**src/sv/slt_pkg.sv**
```systemverilog
// ----------------------------------------------------------------------------
// slt_pkg: shared types and constants for the sorted linked table
// Pool size, field widths, operation and status codes, link reset pattern.
// ----------------------------------------------------------------------------
package slt_pkg;

  localparam int ENTRIES = 32;
  localparam int IDX_W   = (ENTRIES > 1) ? $clog2(ENTRIES) : 1;
  localparam int CNT_W   = $clog2(ENTRIES + 1);
  localparam int KEY_W   = 31;
  localparam int HND_W   = 16;
  localparam int MODE_W  = 2;
  localparam int STAT_W  = 2;
  localparam int COUNT_W = 6;

  typedef logic [IDX_W-1:0] idx_t;
  typedef logic [CNT_W-1:0] cnt_t;
  typedef logic [KEY_W-1:0] key_t;
  typedef logic [HND_W-1:0] hnd_t;

  typedef enum logic [MODE_W-1:0] {
    MODE_INSERT = 2'd0,
    MODE_DELETE = 2'd1,
    MODE_SEARCH = 2'd2,
    MODE_NONE   = 2'd3
  } mode_t;

  typedef enum logic [STAT_W-1:0] {
    STAT_OK   = 2'd0,
    STAT_FULL = 2'd1,
    STAT_MISS = 2'd2
  } status_t;

  typedef struct packed {
    logic en;
    idx_t addr;
    idx_t data;
  } link_wr_t;

  typedef struct packed {
    logic en;
    idx_t addr;
    key_t key;
    hnd_t hnd;
  } rec_wr_t;

  typedef struct packed {
    idx_t link;
    key_t key;
    hnd_t hnd;
  } rd_data_t;

  // link of an entry never written since reset: next entry, last wraps to 0
  function automatic idx_t reset_link(idx_t i);
    idx_t r;
    if (i == idx_t'(ENTRIES - 1)) begin
      r = '0;
    end else begin
      r = i + idx_t'(1);
    end
    return r;
  endfunction

endpackage

```
**src/sv/slt_in_if.sv**
```systemverilog
// ----------------------------------------------------------------------------
// slt_in_if: request channel of the sorted linked table
// Valid/ready channel carrying one operation beat.
// ----------------------------------------------------------------------------
interface slt_in_if;
  logic                      valid;
  logic                      ready;
  logic [slt_pkg::MODE_W-1:0] mode;
  slt_pkg::key_t             key;
  slt_pkg::hnd_t             record_handle;

  modport source (output valid, output mode, output key, output record_handle, input ready);
  modport sink   (input valid, input mode, input key, input record_handle, output ready);
endinterface

// ----------------------------------------------------------------------------
// slt_out_if: result channel of the sorted linked table
// Valid/ready channel carrying one result beat.
// ----------------------------------------------------------------------------
interface slt_out_if;
  logic                        valid;
  logic                        ready;
  logic [slt_pkg::STAT_W-1:0]  status;
  slt_pkg::hnd_t               found_handle;
  logic [slt_pkg::COUNT_W-1:0] entry_count;

  modport source (output valid, output status, output found_handle, output entry_count,
                  input ready);
  modport sink   (input valid, input status, input found_handle, input entry_count,
                  output ready);
endinterface

```
**src/sv/sorted_linked_table.sv**
```systemverilog
// ----------------------------------------------------------------------------
// sorted_linked_table: sorted circular linked list over a fixed entry pool
// Insert, delete by key and search by key over a list kept in ascending key
// order, with unused entries chained on a free list.
//
//   channel   dir   beat fields                            accepted when
//   in_bus    in    mode, key, record_handle               valid && ready
//   out_bus   out   status, found_handle, entry_count      valid && ready
//
// one operation at a time; ready only while the sequencer is idle
// search/delete: walk from head in S_WALK, then S_WR1 and S_WR2 on a delete hit, then S_DONE
// insert: S_FETCHQ takes the free entry, S_WALK (skipped when empty), S_WR1, S_WR2, S_DONE
// walk speed is one link per cycle, set by the single store read port
// a waiting result holds the next operation in its done cycle; reset needs no sweep
// ----------------------------------------------------------------------------
module sorted_linked_table (
  input  logic     clk,
  input  logic     rst_n,
  slt_in_if.sink   in_bus,
  slt_out_if.source out_bus
);

  typedef enum logic [5:0] {
    S_IDLE   = 6'b000001,
    S_FETCHQ = 6'b000010,
    S_WALK   = 6'b000100,
    S_WR1    = 6'b001000,
    S_WR2    = 6'b010000,
    S_DONE   = 6'b100000
  } state_t;

  state_t              state_r, state_nxt;
  slt_pkg::mode_t      mode_r, mode_nxt;
  slt_pkg::key_t       key_r, key_nxt;
  slt_pkg::hnd_t       hnd_r, hnd_nxt;
  slt_pkg::idx_t       head_r, head_nxt;
  slt_pkg::idx_t       tail_r, tail_nxt;
  slt_pkg::idx_t       free_r, free_nxt;
  slt_pkg::cnt_t       used_r, used_nxt;
  slt_pkg::idx_t       cur_r, cur_nxt;
  slt_pkg::idx_t       prev_r, prev_nxt;
  slt_pkg::cnt_t       i_r, i_nxt;
  slt_pkg::idx_t       q_r, q_nxt;
  slt_pkg::idx_t       wa1_r, wa1_nxt, wd1_r, wd1_nxt;
  slt_pkg::idx_t       wa2_r, wa2_nxt, wd2_r, wd2_nxt;
  slt_pkg::status_t    stat_r, stat_nxt;
  slt_pkg::hnd_t       found_r, found_nxt;

  logic                        out_valid_r;
  logic [slt_pkg::STAT_W-1:0]  out_stat_r;
  slt_pkg::hnd_t               out_found_r;
  logic [slt_pkg::COUNT_W-1:0] out_cnt_r;
  logic                        out_load;

  slt_pkg::idx_t     rd_addr;
  slt_pkg::link_wr_t link_wr;
  slt_pkg::rec_wr_t  rec_wr;
  slt_pkg::rd_data_t rd;
  logic              in_beat;

  slt_store u_store (
    .clk     (clk),
    .rst_n   (rst_n),
    .rd_addr (rd_addr),
    .link_wr (link_wr),
    .rec_wr  (rec_wr),
    .rd_data (rd)
  );

  assign in_bus.ready = (state_r == S_IDLE);
  assign in_beat      = in_bus.valid && in_bus.ready;

  always_comb begin
    state_nxt = state_r;
    mode_nxt  = mode_r;
    key_nxt   = key_r;
    hnd_nxt   = hnd_r;
    head_nxt  = head_r;
    tail_nxt  = tail_r;
    free_nxt  = free_r;
    used_nxt  = used_r;
    cur_nxt   = cur_r;
    prev_nxt  = prev_r;
    i_nxt     = i_r;
    q_nxt     = q_r;
    wa1_nxt   = wa1_r;
    wd1_nxt   = wd1_r;
    wa2_nxt   = wa2_r;
    wd2_nxt   = wd2_r;
    stat_nxt  = stat_r;
    found_nxt = found_r;
    rd_addr   = cur_r;
    out_load  = 1'b0;
    link_wr   = '{en: 1'b0, addr: wa1_r, data: wd1_r};
    rec_wr    = '{en: 1'b0, addr: q_r, key: key_r, hnd: hnd_r};

    case (state_r)
      S_IDLE: begin
        if (in_beat) begin
          mode_nxt  = slt_pkg::mode_t'(in_bus.mode);
          key_nxt   = in_bus.key;
          hnd_nxt   = in_bus.record_handle;
          cur_nxt   = head_r;
          prev_nxt  = tail_r;
          i_nxt     = '0;
          found_nxt = '0;
          stat_nxt  = slt_pkg::STAT_OK;
          case (slt_pkg::mode_t'(in_bus.mode))
            slt_pkg::MODE_INSERT: begin
              if (used_r == slt_pkg::cnt_t'(slt_pkg::ENTRIES)) begin
                stat_nxt  = slt_pkg::STAT_FULL;
                state_nxt = S_DONE;
              end else begin
                q_nxt     = free_r;
                rd_addr   = free_r;
                state_nxt = S_FETCHQ;
              end
            end
            slt_pkg::MODE_DELETE, slt_pkg::MODE_SEARCH: begin
              rd_addr   = head_r;
              state_nxt = S_WALK;
            end
            default: begin
              state_nxt = S_DONE;
            end
          endcase
        end
      end

      S_FETCHQ: begin
        // rd holds the free link of the taken entry
        free_nxt = rd.link;
        rd_addr  = head_r;
        if (used_r == '0) begin
          wa1_nxt   = q_r;
          wd1_nxt   = q_r;
          wa2_nxt   = q_r;
          wd2_nxt   = q_r;
          head_nxt  = q_r;
          tail_nxt  = q_r;
          used_nxt  = used_r + slt_pkg::cnt_t'(1);
          state_nxt = S_WR1;
        end else begin
          state_nxt = S_WALK;
        end
      end

      S_WALK: begin
        // rd holds the entry at cur_r
        if (i_r == used_r) begin
          if (mode_r == slt_pkg::MODE_INSERT) begin
            // append after tail
            wa1_nxt   = tail_r;
            wd1_nxt   = q_r;
            wa2_nxt   = q_r;
            wd2_nxt   = head_r;
            tail_nxt  = q_r;
            used_nxt  = used_r + slt_pkg::cnt_t'(1);
            state_nxt = S_WR1;
          end else begin
            stat_nxt  = slt_pkg::STAT_MISS;
            state_nxt = S_DONE;
          end
        end else if (mode_r == slt_pkg::MODE_INSERT) begin
          if (rd.key < key_r) begin
            prev_nxt = cur_r;
            cur_nxt  = rd.link;
            i_nxt    = i_r + slt_pkg::cnt_t'(1);
            rd_addr  = rd.link;
          end else begin
            if (i_r == '0) begin
              wa1_nxt  = q_r;
              wd1_nxt  = head_r;
              wa2_nxt  = tail_r;
              wd2_nxt  = q_r;
              head_nxt = q_r;
            end else begin
              wa1_nxt = prev_r;
              wd1_nxt = q_r;
              wa2_nxt = q_r;
              wd2_nxt = cur_r;
            end
            used_nxt  = used_r + slt_pkg::cnt_t'(1);
            state_nxt = S_WR1;
          end
        end else if (rd.key == key_r) begin
          if (mode_r == slt_pkg::MODE_SEARCH) begin
            found_nxt = rd.hnd;
            state_nxt = S_DONE;
          end else begin
            // unlink cur_r, then push it on the free list
            if (used_r == slt_pkg::cnt_t'(1)) begin
              wa1_nxt = cur_r;
              wd1_nxt = free_r;
            end else if (cur_r == head_r) begin
              head_nxt = rd.link;
              wa1_nxt  = tail_r;
              wd1_nxt  = rd.link;
            end else if (cur_r == tail_r) begin
              tail_nxt = prev_r;
              wa1_nxt  = prev_r;
              wd1_nxt  = head_r;
            end else begin
              wa1_nxt = prev_r;
              wd1_nxt = rd.link;
            end
            wa2_nxt   = cur_r;
            wd2_nxt   = free_r;
            free_nxt  = cur_r;
            used_nxt  = used_r - slt_pkg::cnt_t'(1);
            state_nxt = S_WR1;
          end
        end else begin
          prev_nxt = cur_r;
          cur_nxt  = rd.link;
          i_nxt    = i_r + slt_pkg::cnt_t'(1);
          rd_addr  = rd.link;
        end
      end

      S_WR1: begin
        link_wr   = '{en: 1'b1, addr: wa1_r, data: wd1_r};
        rec_wr.en = (mode_r == slt_pkg::MODE_INSERT);
        state_nxt = S_WR2;
      end

      S_WR2: begin
        link_wr   = '{en: 1'b1, addr: wa2_r, data: wd2_r};
        state_nxt = S_DONE;
      end

      S_DONE: begin
        if (!out_valid_r || out_bus.ready) begin
          out_load  = 1'b1;
          state_nxt = S_IDLE;
        end
      end

      default: begin
        state_nxt = S_IDLE;
      end
    endcase
  end

  always_ff @(posedge clk) begin
    if (!rst_n) begin
      state_r     <= S_IDLE;
      head_r      <= '0;
      tail_r      <= '0;
      free_r      <= '0;
      used_r      <= '0;
      out_valid_r <= 1'b0;
    end else begin
      state_r <= state_nxt;
      head_r  <= head_nxt;
      tail_r  <= tail_nxt;
      free_r  <= free_nxt;
      used_r  <= used_nxt;
      if (out_load) begin
        out_valid_r <= 1'b1;
      end else if (out_bus.ready) begin
        out_valid_r <= 1'b0;
      end
    end
  end

  always_ff @(posedge clk) begin
    mode_r  <= mode_nxt;
    key_r   <= key_nxt;
    hnd_r   <= hnd_nxt;
    cur_r   <= cur_nxt;
    prev_r  <= prev_nxt;
    i_r     <= i_nxt;
    q_r     <= q_nxt;
    wa1_r   <= wa1_nxt;
    wd1_r   <= wd1_nxt;
    wa2_r   <= wa2_nxt;
    wd2_r   <= wd2_nxt;
    stat_r  <= stat_nxt;
    found_r <= found_nxt;
    if (out_load) begin
      out_stat_r  <= stat_r;
      out_found_r <= found_r;
      out_cnt_r   <= slt_pkg::COUNT_W'(used_r);
    end
  end

  assign out_bus.valid        = out_valid_r;
  assign out_bus.status       = out_stat_r;
  assign out_bus.found_handle = out_found_r;
  assign out_bus.entry_count  = out_cnt_r;

  // count stays within the pool
  a_count_range: assert property (@(posedge clk) disable iff (!rst_n)
    used_r <= slt_pkg::cnt_t'(slt_pkg::ENTRIES))
    else $error("entry count beyond pool size");

  // walk index never passes the list length
  a_walk_bound: assert property (@(posedge clk) disable iff (!rst_n)
    (state_r == S_WALK) |-> (i_r <= used_r))
    else $error("walk ran past list length");

  // pool full is only reported with a full count
  a_full_count: assert property (@(posedge clk) disable iff (!rst_n)
    (out_bus.valid && out_bus.status == slt_pkg::STAT_FULL) |->
      (out_bus.entry_count == slt_pkg::COUNT_W'(slt_pkg::ENTRIES)))
    else $error("pool full beat without full count");

endmodule

```
**src/sv/slt_store.sv**
```systemverilog
// ----------------------------------------------------------------------------
// slt_store: entry storage of the sorted linked table
// Link, key and handle memories, one shared registered read port. Links carry
// per-entry valid bits so unwritten links read as the reset chain.
// ----------------------------------------------------------------------------
module slt_store (
  input  logic              clk,
  input  logic              rst_n,
  input  slt_pkg::idx_t     rd_addr,
  input  slt_pkg::link_wr_t link_wr,
  input  slt_pkg::rec_wr_t  rec_wr,
  output slt_pkg::rd_data_t rd_data
);

  slt_pkg::idx_t             link_mem [slt_pkg::ENTRIES];
  slt_pkg::key_t             key_mem  [slt_pkg::ENTRIES];
  slt_pkg::hnd_t             hnd_mem  [slt_pkg::ENTRIES];
  logic [slt_pkg::ENTRIES-1:0] link_vld_r;
  slt_pkg::rd_data_t         rd_data_r;

  always_ff @(posedge clk) begin
    if (!rst_n) begin
      link_vld_r <= '0;
    end else if (link_wr.en) begin
      link_vld_r[link_wr.addr] <= 1'b1;
    end
  end

  always_ff @(posedge clk) begin
    if (link_wr.en) begin
      link_mem[link_wr.addr] <= link_wr.data;
    end
    if (rec_wr.en) begin
      key_mem[rec_wr.addr] <= rec_wr.key;
      hnd_mem[rec_wr.addr] <= rec_wr.hnd;
    end
  end

  always_ff @(posedge clk) begin
    rd_data_r.link <= link_vld_r[rd_addr] ? link_mem[rd_addr] : slt_pkg::reset_link(rd_addr);
    rd_data_r.key  <= key_mem[rd_addr];
    rd_data_r.hnd  <= hnd_mem[rd_addr];
  end

  assign rd_data = rd_data_r;

endmodule
```
**src/flat_wrapper.sv**
```systemverilog
// flat-port wrapper written by rule: the top's interface ports become plain ports
module sorted_linked_table_flat 
  (clk, rst_n, in_bus_valid, in_bus_mode, in_bus_key, in_bus_record_handle, in_bus_ready, out_bus_valid, out_bus_status, out_bus_found_handle, out_bus_entry_count, out_bus_ready);
  slt_in_if in_bus_i ();
  slt_out_if out_bus_i ();
  input  logic clk;
  input  logic rst_n;
  input wire logic [$bits(in_bus_i.valid)-1:0] in_bus_valid;
  input wire logic [$bits(in_bus_i.mode)-1:0] in_bus_mode;
  input wire logic [$bits(in_bus_i.key)-1:0] in_bus_key;
  input wire logic [$bits(in_bus_i.record_handle)-1:0] in_bus_record_handle;
  output wire logic [$bits(in_bus_i.ready)-1:0] in_bus_ready;
  output wire logic [$bits(out_bus_i.valid)-1:0] out_bus_valid;
  output wire logic [$bits(out_bus_i.status)-1:0] out_bus_status;
  output wire logic [$bits(out_bus_i.found_handle)-1:0] out_bus_found_handle;
  output wire logic [$bits(out_bus_i.entry_count)-1:0] out_bus_entry_count;
  input wire logic [$bits(out_bus_i.ready)-1:0] out_bus_ready;
  assign in_bus_i.valid = in_bus_valid;
  assign in_bus_i.mode = in_bus_mode;
  assign in_bus_i.key = in_bus_key;
  assign in_bus_i.record_handle = in_bus_record_handle;
  assign in_bus_ready = in_bus_i.ready;
  assign out_bus_valid = out_bus_i.valid;
  assign out_bus_status = out_bus_i.status;
  assign out_bus_found_handle = out_bus_i.found_handle;
  assign out_bus_entry_count = out_bus_i.entry_count;
  assign out_bus_i.ready = out_bus_ready;
  sorted_linked_table u_core (.clk(clk), .rst_n(rst_n), .in_bus(in_bus_i), .out_bus(out_bus_i));
endmodule
```
**config.mk**
```make
export PLATFORM = sky130hd
export DESIGN_NAME = sorted_linked_table_flat
export DESIGN_NICKNAME = d
export VERILOG_FILES = /design/src/sv/slt_pkg.sv /design/src/sv/slt_in_if.sv /design/src/sv/sorted_linked_table.sv /design/src/sv/slt_store.sv /design/src/flat_wrapper.sv
export SDC_FILE = /design/constraint.sdc
export NUM_CORES = 2
export LEC_CHECK = 0
export ABC_AREA = 1
export BUFFER_PORTS_ARGS = -buffer_cell sky130_fd_sc_hd__buf_2
export CORE_MARGIN = 1
export CORE_UTILIZATION = 30
export CTS_CLUSTER_SIZE = 16
export DETAILED_ROUTE_END_ITERATION = 16
export GPL_ROUTABILITY_DRIVEN = 1
export MAX_ROUTING_LAYER = met4
export SKIP_LAST_GASP = 1
export SLEW_MARGIN = 20
export SYNTH_ARGS = -nofsm -noshare
export SYNTH_HDL_FRONTEND = slang
export SYNTH_SLANG_ARGS = --single-unit
export TNS_END_PERCENT = 20
```
**constraint.sdc**
```tcl
create_clock -name clk -period 7.35 [get_ports clk]
set_input_delay 0.3675 -clock clk [delete_from_list [all_inputs] [get_ports clk]]
set_output_delay 0.3675 -clock clk [all_outputs]
set_load 0.05 [all_outputs]
```
==> metrics.csv <==
stage;metric;value;unit
routing;avgRoutedWirePerCell;22.3;um
routing;drc_errors;0;
synthesis;synth_area_leader_cell;sky130_fd_sc_hd__edfxtp_1;
sta;report.final.slew_viol_count;0;
critical_path;worst_ep_arrival_time;6.83;ns
sta;final.setup.tns;0;ns
floorplan;die_area;263000;sq um
critical_path;setup_crit_start_kind;register;
floorplan;floorplan.die.height;513;um
clock_tree;clkLatencyLatePin;0.87;ns
global_routing;grt-ovfl-total;0;
critical_path;setup.worst_path.class;reg -> reg;
critical_path;critical_path.top_delay_family;simple AND/OR/NAND/NOR gates;
clock_tree;worst_setup_hold_path_clk_slew;0.06;ns
sta;maxClockFrequency;166;MHz
synthesis;synthesis.area_per_instance;12.2;sq um
global_routing;antenna_found_initial;5;
synthesis;synth_top_cells_by_area;sky130_fd_sc_hd__edfxtp_1 (69%), sky130_fd_sc_hd__o211ai_1 (6.1%), sky130_fd_sc_hd__nand2_1 (4.0%);
sta;finalClockSkew;0.0857;ns
global_routing;grt_start_max_net_pins;212;
critical_path;timing.critical_path.to_type;register;
critical_path;crit_chain;inv_1 -> ha_1 -> nand2_1 -> nor2_1 -> nand2_1 -> nor3_1 -> nand2_1 -> nand2_1 -> o21ai_0 -> nand2_1 -> nand3_1 -> nand3_1 -> nand2_8 -> inv_8 -> buf_4 -> o21ai_0 -> o211ai_1 -> nand3_1 -> nand2_1 -> nand2_1 -> nand2_1;
routing;firstDrtPassIters;5;
synthesis;yosys.cell_types.count;47;
synthesis;synth_fp_nets;6527;
routing;first_iter_violations;5904;
routing;ant_nets;0;
finish;drive_above_1_share;10.5;%
global_routing;grt_usage;17.1;%
finish;area_delta_synth_final;14.6;%
critical_path;path_max_fanout;90;
sta;final_period_minus_worst_setup_slack;6.04;ns
critical_path;crit_path_top_delay_cell;sky130_fd_sc_hd__edfxtp_1;
critical_path;timing.critical_path.slowest_cell_delay;0.99;ns
place;port_buffers;78;
floorplan;initial_util;30.2;%
place;gp_routability_congestion;0.904;
job;timing.max_cap.violations;0;
synthesis;synthCells;6434;
synthesis;area_fraction_of_the_dominant_cell_type_after_synthesis;68.8;%
synthesis;mappedNetlistArea;78400;sq um
finish;filler_cell_count;25127;
critical_path;critical_path.most_common_cell;sky130_fd_sc_hd__nand2_1;
outcome;run_status;complete, no violations;
floorplan;core_area;260000;sq um
finish;net_count_reported_at_finish;6583;
clock_tree;tritoncts;built;
synthesis;synth-warning-count;0;
finish;area_of_the_multi_input_gates;18900;sq um
routing;total_wire_length;224;mm
clock_tree;cts_max_level;4;
critical_path;required_time_at_the_endpoint_of_the_critical_path;8.14;ns
synthesis;synth_sequential_area_ratio;71.7;%
routing;vias_per_cell;5.07;
clock_tree;cts_setup_buffers;0;
clock_tree;cts_max_path_buffers;3;
clock_tree;cts-resized-gates;0;
floorplan;pin_count;79;
finish;ff_latch_area;56200;sq um
synthesis;synth-seq-cells;1908;
clock_tree;tritoncts.num_buffers;197;
floorplan;chipWidth;513;um
sta;max_slew_margin;18.9;%
global_routing;vias_in_the_first_global_route;48326;
sta;finalHoldViolations;0;
floorplan;num_rows;187;
worst_hold_path;timing.hold.worst.class;in -> reg;
sta;final.period_utilization;82.2;%
critical_path;crit_buf_inv;3;
clock_tree;tritoncts_num_sinks;1908;
global_routing;first_pass_grt_wire_length;329;mm
clock_tree;root_buffer_cell;sky130_fd_sc_hd__clkbuf_16;
sta;setup_viol;0;
place;final_hpwl_from_detailed_placement;115;mm
sta;unrepaired_setup_endpoints_after_global_routing;false;
sta;worstMarginPinSlew;1.22;ns
routing;via_count;51031;
Yosys cell counts (all sizes together):
library cell  instances
a221oi                1
o21bai                1
ha                   40
mux2i                 1
o211ai              633
nor3b                 1
clkinv                5
xnor2                 2
and2                  2
o21ai               469
o2111ai               4
edfxtp             1796
buf                 209
inv                 497
nand3b               65
o31ai                 1
nor2                737
a31oi                 6
nand4                19
xor2                  4
or3                   1
or2                 141
a21boi                1
nand3               565
dfxtp               112
a311oi                5
a311o                 1
a21oi                46
o22ai                 7
clkbuf              190
a2111oi               2
nand2               848
nor4                  1
nor3                 18
a21o                  2
a211oi                1
state kept, by name, indices dropped and copies added (netlist names), 5 cells and up:
signal	cells
u_core.i_r	6
u_core.found_r	16
u_core.u_store.key_mem	992
u_core.wd2_r	5
u_core.q_r	5
u_core.hnd_r	16
u_core.state_r	6
u_core.u_store.hnd_mem	512
u_core.cur_r	5
u_core.out_bus.entry_count	6
u_core.u_store.link_mem	160
u_core.used_r	6
u_core.tail_r	5
u_core.u_store.rd_data	52
u_core.key_r	31
u_core.wa1_r	5
u_core.wd1_r	5
u_core.wa2_r	5
u_core.u_store.link_vld_r	32
u_core.out_bus.found_handle	16
u_core.head_r	5
u_core.prev_r	5
u_core.free_r	5
cells in the final DEF, fill, tap and decap left out, types with 40 or more instances in the layout:
cell,instances
sky130_fd_sc_hd__edfxtp_1,1796
sky130_fd_sc_hd__nand2_1,840
sky130_fd_sc_hd__nor2_1,697
sky130_fd_sc_hd__o211ai_1,633
sky130_fd_sc_hd__nand3_1,562
sky130_fd_sc_hd__inv_1,490
sky130_fd_sc_hd__o21ai_1,250
sky130_fd_sc_hd__o21ai_0,219
sky130_fd_sc_hd__clkbuf_16,198
sky130_fd_sc_hd__or2_2,141
sky130_fd_sc_hd__dfxtp_1,112
sky130_fd_sc_hd__buf_4,105
sky130_fd_sc_hd__buf_2,78
sky130_fd_sc_hd__nand3b_1,65
sky130_fd_sc_hd__dlygate4sd3_1,52
sky130_fd_sc_hd__clkbuf_1,50
sky130_fd_sc_hd__a21oi_1,46
sky130_fd_sc_hd__ha_1,40
cell type report:
cell class | instances | area share [%]
Sequential cell | 1908 | 62.5
Timing Repair Buffer | 256 | 2.36
Clock buffer | 271 | 6.07
Inverter | 502 | 2.13
Tap cell | 3402 | 4.74
Clock inverter | 93 | 1.13
Antenna cell | 2 | 0.00557
Multi-Input combinational cell | 3625 | 21.1
repair_timing:
action,in CTS,in global routing
setup endpoints to repair,0,0
endpoints found under the hold margin,68,0
hold buffers,52,0
stage by stage:
step                util [%]  instance area [sq um]  std cells  hold slack (ns)  setup WS (ns)
detailed placement      31.9                  82800       9641            0.408           1.48
CTS                     34.6                  89800      10057            0.175           1.41
global placement        31.9                  82800       9640            0.408           1.56
finish                  34.6                  89900      10059            0.222           1.31
floorplan                  -                  78400       6434            0.400           2.65
global route            34.6                  89900      10059            0.209          0.846
cell families (layout without fill, tap and decap cells):
group                      Yosys count  count (layout)  synth area share [%]
AOI/OAI and AO/OA                 1180            1180                  9.67
xor gates and xnor gates             6               6                0.0670
adders and majority gates           40              40                 0.638
muxes                                1               1                0.0128
DFF                               1908            1908                  71.7
other                                0               2                     0
and+or+nand+nor                   2398            2398                  13.3
buffers and inverters              901            1122                  4.64
final timing paths:
check,start,to,slack [ns],depth (start not counted)
min,in_bus_record_handle[2],u_core.hnd_r[2],0.22,2
max,u_core.key_r[10],u_core.u_store.rd_data[10],1.31,21
min reg2reg,u_core.found_r[7],u_core.out_bus.found_handle[7],0.42,0
max reg2reg,u_core.key_r[10],u_core.u_store.rd_data[10],1.31,21
routing by layer:
| layer | vias to the layer above | part of all wire [%] | global-route usage (%) |
|---|---|---|---|
| li1 | 23246 | - | - |
| met2 | 2053 | 47 | 27.0 |
| met5 | - | 0 | - |
| met4 | 0 | 2.6 | 4.68 |
| met1 | 25368 | 43 | 23.1 |
| met3 | 364 | 7.3 | 2.34 |
Power is not shown: default switching activity piles up to over one toggle a cycle in this logic, so the estimate is an artifact.
